==> config.mk <==
export PLATFORM = sky130hd
export DESIGN_NAME = stack_expression_evaluator
export DESIGN_NICKNAME = d
export VERILOG_FILES = /design/src/rtl/core/see_pkg.sv /design/src/rtl/core/see_iter_unit.sv /design/src/rtl/core/see_stack_mem.sv /design/src/rtl/core/stack_expression_evaluator.sv
export SDC_FILE = /design/constraint.sdc
export NUM_CORES = 2
export LEC_CHECK = 0
export BUFFER_PORTS_ARGS = -buffer_cell sky130_fd_sc_hd__buf_2
export CORE_MARGIN = 2
export CORE_UTILIZATION = 45
export CTS_BUF_LIST = sky130_fd_sc_hd__clkbuf_4 sky130_fd_sc_hd__clkbuf_8 sky130_fd_sc_hd__clkbuf_16
export CTS_CLUSTER_SIZE = 8
export DETAILED_ROUTE_END_ITERATION = 7
export PLACE_DENSITY = 0.68
export SLEW_MARGIN = 10
export SYNTH_ARGS = -nofsm -noshare
export SYNTH_HDL_FRONTEND = slang
export SYNTH_HIERARCHICAL = 1
export SYNTH_SLANG_ARGS = --single-unit
==> constraint.sdc <==
create_clock -name clk -period 10.9 [get_ports clk]
set_input_delay 2.18 -clock clk [delete_from_list [all_inputs] [get_ports clk]]
set_output_delay 2.18 -clock clk [all_outputs]
set_load 0.01 [all_outputs]
==> src/rtl/core/see_pkg.sv <==
`timescale 1ns / 1ps
// ----------------------------------------------------------------------------
// see_pkg: shared types and constants
// Beat structs, error codes, character codes, ALU ops, the iterative-unit request and FSM states.
// ----------------------------------------------------------------------------
package see_pkg;

    localparam logic [7:0] CH_ZERO  = 8'h30;
    localparam logic [7:0] CH_NINE  = 8'h39;
    localparam logic [7:0] CH_POW   = 8'h5E;
    localparam logic [7:0] CH_MUL   = 8'h2A;
    localparam logic [7:0] CH_DIV   = 8'h2F;
    localparam logic [7:0] CH_ADD   = 8'h2B;
    localparam logic [7:0] CH_SUB   = 8'h2D;

    localparam logic [1:0] ERR_NONE      = 2'd0;
    localparam logic [1:0] ERR_UNDERFLOW = 2'd1;
    localparam logic [1:0] ERR_OVERFLOW  = 2'd2;
    localparam logic [1:0] ERR_DIVZERO   = 2'd3;

    typedef struct packed {
        logic [7:0] char_code;
        logic       is_last;
    } in_beat_t;

    typedef struct packed {
        logic signed [31:0] result_value;
        logic [1:0]         error_code;
    } out_beat_t;

    typedef enum logic [1:0] {
        ALU_ADD,
        ALU_SUB,
        ALU_MUL,
        ALU_OTHER
    } alu_op_t;

    typedef struct packed {
        logic        start;
        logic        is_div;
        logic [31:0] a;
        logic [31:0] b;
    } iter_req_t;

    typedef enum logic [2:0] {
        ST_IDLE,
        ST_READ1,
        ST_READ2,
        ST_ITER,
        ST_WRITE,
        ST_READTOP,
        ST_REPORT
    } state_t;

endpackage

==> src/rtl/core/see_iter_unit.sv <==
`timescale 1ns / 1ps
// ----------------------------------------------------------------------------
// see_iter_unit: iterative divide and power
// Restoring divide, one quotient bit a cycle; square-and-multiply, each
// exponent bit taking a multiply step then a square step.
// ----------------------------------------------------------------------------
module see_iter_unit (
    input  logic                clk,
    input  logic                rst_n,
    input  see_pkg::iter_req_t  req,
    output logic                done,
    output logic [31:0]         result
);
    import see_pkg::*;

    logic        busy_reg, busy_next;
    logic        div_reg, div_next;
    logic        phase_reg, phase_next;
    logic [5:0]  cnt_reg, cnt_next;
    logic [31:0] x_reg, x_next;
    logic [31:0] y_reg, y_next;
    logic [31:0] acc_reg, acc_next;
    logic [31:0] rem_reg, rem_next;
    logic        neg_reg, neg_next;
    logic        done_reg, done_next;
    logic [31:0] mag_a, mag_b;
    logic [32:0] trial;
    logic [31:0] mul_res;
    logic [31:0] mul_x, mul_y;

    assign mag_a = req.a[31] ? (32'd0 - req.a) : req.a;
    assign mag_b = req.b[31] ? (32'd0 - req.b) : req.b;
    assign mul_x = phase_reg ? y_reg : acc_reg;
    assign mul_y = y_reg;
    assign mul_res = mul_x * mul_y;
    assign trial = {rem_reg, x_reg[31]};

    always_comb
    begin
        busy_next  = busy_reg;
        div_next   = div_reg;
        phase_next = phase_reg;
        cnt_next   = cnt_reg;
        x_next     = x_reg;
        y_next     = y_reg;
        acc_next   = acc_reg;
        rem_next   = rem_reg;
        neg_next   = neg_reg;
        done_next  = 1'b0;
        if (req.start)
        begin
            busy_next  = 1'b1;
            div_next   = req.is_div;
            phase_next = 1'b0;
            cnt_next   = 6'd0;
            rem_next   = 32'd0;
            acc_next   = 32'd1;
            neg_next   = req.a[31] ^ req.b[31];
            if (req.is_div)
            begin
                x_next = mag_a;
                y_next = mag_b;
            end
            else
            begin
                x_next = req.b;
                y_next = req.a;
                if (req.b[31])
                begin
                    busy_next = 1'b0;
                    done_next = 1'b1;
                    if (req.a == 32'd1)
                        acc_next = 32'd1;
                    else if (req.a == 32'hFFFF_FFFF)
                        acc_next = req.b[0] ? 32'hFFFF_FFFF : 32'd1;
                    else
                        acc_next = 32'd0;
                end
            end
        end
        else if (busy_reg)
        begin
            if (div_reg)
            begin
                x_next = {x_reg[30:0], 1'b0};
                if (trial >= {1'b0, y_reg})
                begin
                    rem_next = trial[31:0] - y_reg;
                    acc_next = {acc_reg[30:0], 1'b1};
                end
                else
                begin
                    rem_next = trial[31:0];
                    acc_next = {acc_reg[30:0], 1'b0};
                end
                if (cnt_reg == 6'd0)
                    acc_next = {31'd0, trial >= {1'b0, y_reg}};
                cnt_next = cnt_reg + 6'd1;
                if (cnt_reg == 6'd31)
                begin
                    busy_next = 1'b0;
                    done_next = 1'b1;
                    if (neg_reg)
                        acc_next = 32'd0 - acc_next;
                end
            end
            else if (x_reg == 32'd0)
            begin
                busy_next = 1'b0;
                done_next = 1'b1;
            end
            else if (!phase_reg)
            begin
                if (x_reg[0])
                    acc_next = mul_res;
                phase_next = 1'b1;
            end
            else
            begin
                y_next     = mul_res;
                x_next     = {1'b0, x_reg[31:1]};
                phase_next = 1'b0;
            end
        end
    end

    always_ff @(posedge clk or negedge rst_n)
    begin
        if (!rst_n)
        begin
            busy_reg <= 1'b0;
            done_reg <= 1'b0;
        end
        else
        begin
            busy_reg <= busy_next;
            done_reg <= done_next;
        end
    end

    always_ff @(posedge clk)
    begin
        div_reg   <= div_next;
        phase_reg <= phase_next;
        cnt_reg   <= cnt_next;
        x_reg     <= x_next;
        y_reg     <= y_next;
        acc_reg   <= acc_next;
        rem_reg   <= rem_next;
        neg_reg   <= neg_next;
    end

    assign done   = done_reg;
    assign result = acc_reg;

endmodule

==> src/rtl/core/see_stack_mem.sv <==
`timescale 1ns / 1ps
// ----------------------------------------------------------------------------
// see_stack_mem: operand stack storage
// Single-port synchronous RAM with a registered read.
// ----------------------------------------------------------------------------
module see_stack_mem #(
    parameter int DEPTH = 32,
    parameter int AW    = 5
) (
    input  logic          clk,
    input  logic          we,
    input  logic [AW-1:0] addr,
    input  logic [31:0]   wdata,
    output logic [31:0]   rdata
);
    logic [31:0] mem [DEPTH];
    logic [31:0] rdata_reg;

    always_ff @(posedge clk)
    begin
        if (we)
            mem[addr] <= wdata;
        rdata_reg <= mem[addr];
    end

    assign rdata = rdata_reg;

endmodule

==> src/rtl/core/stack_expression_evaluator.sv <==
`timescale 1ns / 1ps
// ----------------------------------------------------------------------------
// stack_expression_evaluator: postfix/prefix integer expression evaluator
// One character per input beat; one result beat per expression.
// ----------------------------------------------------------------------------
// Usage:
//   in_valid/in_ready carry {char_code, is_last}. Digits push 0..9, other
//   characters pop two operands and push the result of ^ * / + - (else 0).
//   notation_mode (cfg_we/cfg_data) picks postfix (0) or reversed prefix (1).
//   On a beat with is_last set, out_valid/out_ready carry the top of stack
//   (0 if empty) and the first error since the last report; stack clears.
// Sequence (one item at a time, state in a single-port stack RAM):
//   digit: IDLE, WRITE, READTOP; operator on a short stack: IDLE, READTOP;
//   + - * and others: IDLE, READ1, READ2, WRITE, READTOP; power and divide
//   (nonzero divisor) wait in ITER after READ2; a last character adds REPORT.
// Stall: the result waits in an output register; the next expression's
//   characters are taken while it waits, and only the next report stalls.
// Reset: stack empty, error clear, postfix mode. No clearing pass.
// ----------------------------------------------------------------------------
module stack_expression_evaluator #(
    parameter int STACK_DEPTH = 32
) (
    input  logic                   clk,
    input  logic                   rst_n,
    input  logic                   cfg_we,
    input  logic                   cfg_data,
    input  logic                   in_valid,
    output logic                   in_ready,
    input  see_pkg::in_beat_t      in_data,
    output logic                   out_valid,
    input  logic                   out_ready,
    output see_pkg::out_beat_t     out_data
);
    import see_pkg::*;

    localparam int AW = (STACK_DEPTH > 1) ? $clog2(STACK_DEPTH) : 1;
    localparam int CW = $clog2(STACK_DEPTH + 1);

    state_t         state_reg, state_next;
    logic           mode_reg;
    logic [CW-1:0]  cnt_reg, cnt_next;
    logic [1:0]     err_reg, err_next;
    logic [7:0]     ch_reg, ch_next;
    logic           last_reg, last_next;
    logic [31:0]    first_reg, first_next;
    logic [31:0]    res_reg, res_next;
    logic           out_valid_reg, out_valid_next;
    out_beat_t      out_reg, out_next;

    logic           we;
    logic [AW-1:0]  addr;
    logic [31:0]    wdata, rdata;
    iter_req_t      ireq;
    logic           idone;
    logic [31:0]    ires;
    logic [31:0]    op_a, op_b;
    alu_op_t        aop;

    see_stack_mem #(.DEPTH(STACK_DEPTH), .AW(AW)) u_mem (
        .clk(clk), .we(we), .addr(addr), .wdata(wdata), .rdata(rdata));

    see_iter_unit u_iter (
        .clk(clk), .rst_n(rst_n), .req(ireq), .done(idone), .result(ires));

    assign op_a = mode_reg ? first_reg : rdata;
    assign op_b = mode_reg ? rdata : first_reg;

    always_comb
    begin
        case (ch_reg)
            CH_ADD:  aop = ALU_ADD;
            CH_SUB:  aop = ALU_SUB;
            CH_MUL:  aop = ALU_MUL;
            default: aop = ALU_OTHER;
        endcase
    end

    always_comb
    begin
        state_next     = state_reg;
        cnt_next       = cnt_reg;
        err_next       = err_reg;
        ch_next        = ch_reg;
        last_next      = last_reg;
        first_next     = first_reg;
        res_next       = res_reg;
        out_valid_next = out_valid_reg && !out_ready;
        out_next       = out_reg;
        we             = 1'b0;
        addr           = cnt_reg[AW-1:0];
        wdata          = res_reg;
        ireq           = '0;
        in_ready       = (state_reg == ST_IDLE);
        case (state_reg)
            ST_IDLE:
            begin
                if (in_valid)
                begin
                    ch_next   = in_data.char_code;
                    last_next = in_data.is_last;
                    if (in_data.char_code inside {[CH_ZERO:CH_NINE]})
                    begin
                        res_next   = {24'd0, in_data.char_code - CH_ZERO};
                        state_next = ST_WRITE;
                    end
                    else if (cnt_reg < CW'(2))
                    begin
                        if (err_reg == ERR_NONE)
                            err_next = ERR_UNDERFLOW;
                        state_next = ST_READTOP;
                    end
                    else
                    begin
                        addr       = AW'(cnt_reg - CW'(1));
                        cnt_next   = cnt_reg - CW'(2);
                        state_next = ST_READ1;
                    end
                end
            end
            ST_READ1:
            begin
                addr       = AW'(cnt_reg);
                first_next = rdata;
                state_next = ST_READ2;
            end
            ST_READ2:
            begin
                state_next = ST_WRITE;
                case (aop)
                    ALU_ADD: res_next = op_a + op_b;
                    ALU_SUB: res_next = op_a - op_b;
                    ALU_MUL: res_next = op_a * op_b;
                    default: res_next = 32'd0;
                endcase
                if (ch_reg == CH_DIV && op_b == 32'd0)
                begin
                    res_next = 32'd0;
                    if (err_reg == ERR_NONE)
                        err_next = ERR_DIVZERO;
                end
                else if (ch_reg == CH_DIV || ch_reg == CH_POW)
                begin
                    ireq.start  = 1'b1;
                    ireq.is_div = (ch_reg == CH_DIV);
                    ireq.a      = op_a;
                    ireq.b      = op_b;
                    state_next  = ST_ITER;
                end
            end
            ST_ITER:
            begin
                if (idone)
                begin
                    res_next   = ires;
                    state_next = ST_WRITE;
                end
            end
            ST_WRITE:
            begin
                if (cnt_reg >= CW'(STACK_DEPTH))
                begin
                    if (err_reg == ERR_NONE)
                        err_next = ERR_OVERFLOW;
                end
                else
                begin
                    we       = 1'b1;
                    cnt_next = cnt_reg + CW'(1);
                end
                state_next = ST_READTOP;
            end
            ST_READTOP:
            begin
                addr = AW'(cnt_reg - CW'(1));
                state_next = last_reg ? ST_REPORT : ST_IDLE;
            end
            ST_REPORT:
            begin
                if (!out_valid_reg || out_ready)
                begin
                    out_valid_next        = 1'b1;
                    out_next.result_value = (cnt_reg != '0) ? rdata : 32'sd0;
                    out_next.error_code   = err_reg;
                    cnt_next              = '0;
                    err_next              = ERR_NONE;
                    state_next            = ST_IDLE;
                end
                else
                begin
                    addr = AW'(cnt_reg - CW'(1));
                end
            end
            default: state_next = ST_IDLE;
        endcase
    end

    always_ff @(posedge clk or negedge rst_n)
    begin
        if (!rst_n)
        begin
            state_reg     <= ST_IDLE;
            mode_reg      <= 1'b0;
            cnt_reg       <= '0;
            err_reg       <= ERR_NONE;
            out_valid_reg <= 1'b0;
        end
        else
        begin
            state_reg     <= state_next;
            cnt_reg       <= cnt_next;
            err_reg       <= err_next;
            out_valid_reg <= out_valid_next;
            if (cfg_we)
                mode_reg <= cfg_data;
        end
    end

    always_ff @(posedge clk)
    begin
        ch_reg    <= ch_next;
        last_reg  <= last_next;
        first_reg <= first_next;
        res_reg   <= res_next;
        out_reg   <= out_next;
    end

    assign out_valid = out_valid_reg;
    assign out_data  = out_reg;

endmodule

==> metrics.txt <==
Syn. warnings=6; crit path from=mode_reg; Most flops, register=u_mem/mem; FF-to-FF path depth=25; wire per inst=between 20 and 30 µm; Hold Crit Depth=2; final net count=around 9100; most used flip-flop cell after synthesis=edfxtp_1; vias=between 60000 and 70000; Tot Pwr=approximately 15 mW; drt initial violations=~7600; Hold Path Class=reg -> reg; CTS sink count=1315; Async S/R FF share, synth=roughly 1.1%; Static Leak=between 40 and 50 nW; fin util=50.1%; Crit path largest cell delay=~0.93 ns; global route total overflow=0; Worst path depth=25; TNS Setup=0 ns; reg-to-reg slack, setup=between 0.9 and 1 ns; r2r startpoint=mode_reg; Post-synth EDFFs=around 1200; Via density=around 6; RSZ-0062 raised after global routing=false; WP buf/inv=6; postcts setup bufs=0; synthesized flop and latch total=approximately 1300; Final Cycle Share=91.1%; post-cts resize count=0; pin count of the biggest net entering global routing=~120; drt drc=0; CTS Buffer Depth=3; Place WS=~1.1 ns; Max Clk Rate=between 0.1 and 0.15 GHz; CTS tree=built; skew final=around 0.086 ns; Synth Area per Inst=between 10 and 15 µm²; io pins=just over 50; global-route wire length before repair=between 400000 and 500000 µm; Least-Margin Pin Slew=between 1 and 1.5 ns; port buffer count=50; clock root cell=clkbuf_16; CP startpoint kind=flop; power per cell area=151 mW/mm²; dpl hpwl=roughly 220000 µm; Post-CTS Hold Buffers=0; maxcap violations=0; outcome=finished, final reports clean; chip width=around 450 µm; htree depth=4; Final GP Congestion=slightly above 1; slowest cell on the critical path=dfrtp_4; Largest register FFs=between 1000 and 1500; Seq/Total Area, Yosys=42.9%; setup violators final=0; max_slew headroom=around 13%; initial antenna violation count=8; Setup CP Type=reg -> reg; dpl cell area=0.0941 mm²; CP Max Fanout=36; WP data arrival=10.49 ns; fin. max-slew vios=0; DR pass1 iterations=6; routed wire length=approximately 300000 µm; Max rail drop VDD=~290 µV; core area=0.199 mm²; chip height=around 450 µm; row cnt=approximately 160; synthesis-to-layout area growth=10.8%; Starting Density=about 45%; cell family with most CP delay=adder cells; CP dominant cell by count=fa_1; Setup WS post-layout=0.970 ns; Setup crit end=res_reg[31]; Critical R2R Capture=res_reg[31]; Clk Latency, worst-skew pair=0.83 ns; Clock transition at path regs=0.05 ns; gr usage total=29.4%; post-synthesis instance total=approximately 7900; Routed Antenna Nets=0; vias in the first global route=~65000; die footprint=just over 0.2 mm²; layout cells sized above 1=9.77%; final non-filler cell area=between 0.09 and 0.1 mm²; Final Critical Period=9.93 ns; Syn Std Cell Area=between 0.09 and 0.1 mm²; CP Capture Type=flop; Required @ worst endpoint=around 11 ns; Post-Syn Nets=between 9000 and 10000; Cell variety after synth=approximately 110; cts bufs inserted=approximately 190; final hold vios=0
==> layer usage <==
layer | track usage [%] | share of wire [%] | vias to the layer above
met5 | 0 | 0.0030 | -
met1 | 40.1 | 40 | 32600
met2 | 44.5 | 44 | 3593
met3 | 5.41 | 9.5 | 776
met4 | 16.1 | 6.3 | 2
li1 | - | - | 27200
==> Yosys cell counts (33+ instances only) <==
library cell	instances	share of area [%]
ha_1	325	4.5
nor2_1	889	3.7
nand2b_1	35	0.24
a21oi_1	145	0.80
nand3_1	43	0.24
nor4_1	89	0.62
buf_2	94	0.52
nand2_1	652	2.7
mux2_2	49	0.61
and2_1	80	0.55
a21o_1	59	0.49
o211ai_1	71	0.59
mux2i_1	615	6.8
inv_1	910	3.8
xnor2_1	199	1.9
xor2_1	128	1.2
fa_1	818	18
dfxtp_1	71	1.6
clkbuf_1	220	0.92
nor3_1	56	0.31
o21ai_0	213	1.2
edfxtp_1	1229	41
buf_1	33	0.14
o22ai_1	267	1.9
==> through the flow <==
step / hold slack, ns / cells
2_1_floorplan: 0.443 / 7869
3_3_place_gp: 0.463 / 10400
6_report: 0.476 / 10700
4_1_cts: 0.473 / 10700
3_5_place_dp: 0.466 / 10400
5_1_grt: 0.503 / 10700
==> report_power, final <==
group / internal, mW / total (mW) / switching (mW)
Clock: 3.39 / 5.57 / 2.18
Sequential: 5.45 / 5.47 / 0.0234
Combinational: 1.57 / 4.03 / 2.46
==> area by class of cell <==
type                       count  area (µm²)
inverter                     936        3520
multi-input combinational   5230       46600
tap                         2656        3320
antenna                        7        17.5
timing repair buffer         283        2080
clock buffer                 277        5370
sequential                  1315       38700
fill                       17500       99500
clock inverter                18         387
==> worst reg2reg max path, cell delays in order, from the launching register on <==
cell	delay, ns
dfrtp_4	0.93
buf_4	0.65
mux2i_1	0.92
inv_1	0.47
nand2_1	0.18
fa_1	0.42
inv_1	0.08
fa_1	0.43
inv_1	0.09
fa_1	0.48
fa_1	0.56
inv_1	0.05
fa_1	0.48
fa_1	0.58
fa_1	0.43
fa_1	0.51
ha_1	0.38
nand2_1	0.13
a2bb2oi_1	0.19
o31ai_1	0.09
buf_4	0.20
o41a_1	0.37
and4_1	0.23
a2111oi_2	0.37
xnor2_1	0.15
a221o_1	0.30
==> cells by family (layout without fill, tap and decap cells) <==
logic type,count (synthesis),count (layout),share of synthesized area [%]
adders and majority gates,1143,1143,22.7
AOI/OAI and AO/OA,1046,1046,7.57
other,0,7,0
xor gates and xnor gates,329,329,3.22
DFF,1315,1315,42.9
buffers and inverters,1324,1514,6.01
muxes,685,685,7.77
and+or+nand+nor,2027,2027,9.88
==> placed cells by master (no fill, tap or decap), drive strengths merged, types with 27 or more instances in the layout <==
cell    synthesis  layout
nand2b         35      35
a21o           59      59
nor4           93      93
clkinv         20      36
dfxtp          71      71
buf           168     281
ha            325     325
xor2          128     128
mux2           54      54
o211ai         71      71
o21ai         218     218
fa            818     818
inv           916     917
a31oi          30      30
mux2i         631     631
and2           80      80
nor2          889     889
nor3           57      57
clkbuf        220     279
o22ai         268     268
edfxtp       1229    1229
o31ai          31      31
xnor2         200     200
nand4          31      31
a21oi         146     146
nand3          44      44
nand2         654     654
a211oi         27      27
==> worst min path at each step <==
stage | start | to
floorplan | u_mem/rdata[27] | first_reg[27]
global placement | u_iter/rem_reg[1] | u_iter/rem_reg[1]
detailed placement | u_iter/rem_reg[1] | u_iter/rem_reg[1]
CTS | u_iter/rem_reg[1] | u_iter/rem_reg[1]
global route | err_reg[0] | out_data[0]
finish | u_iter/rem_reg[1] | u_iter/rem_reg[1]
Power figures use the tool's default switching activity.
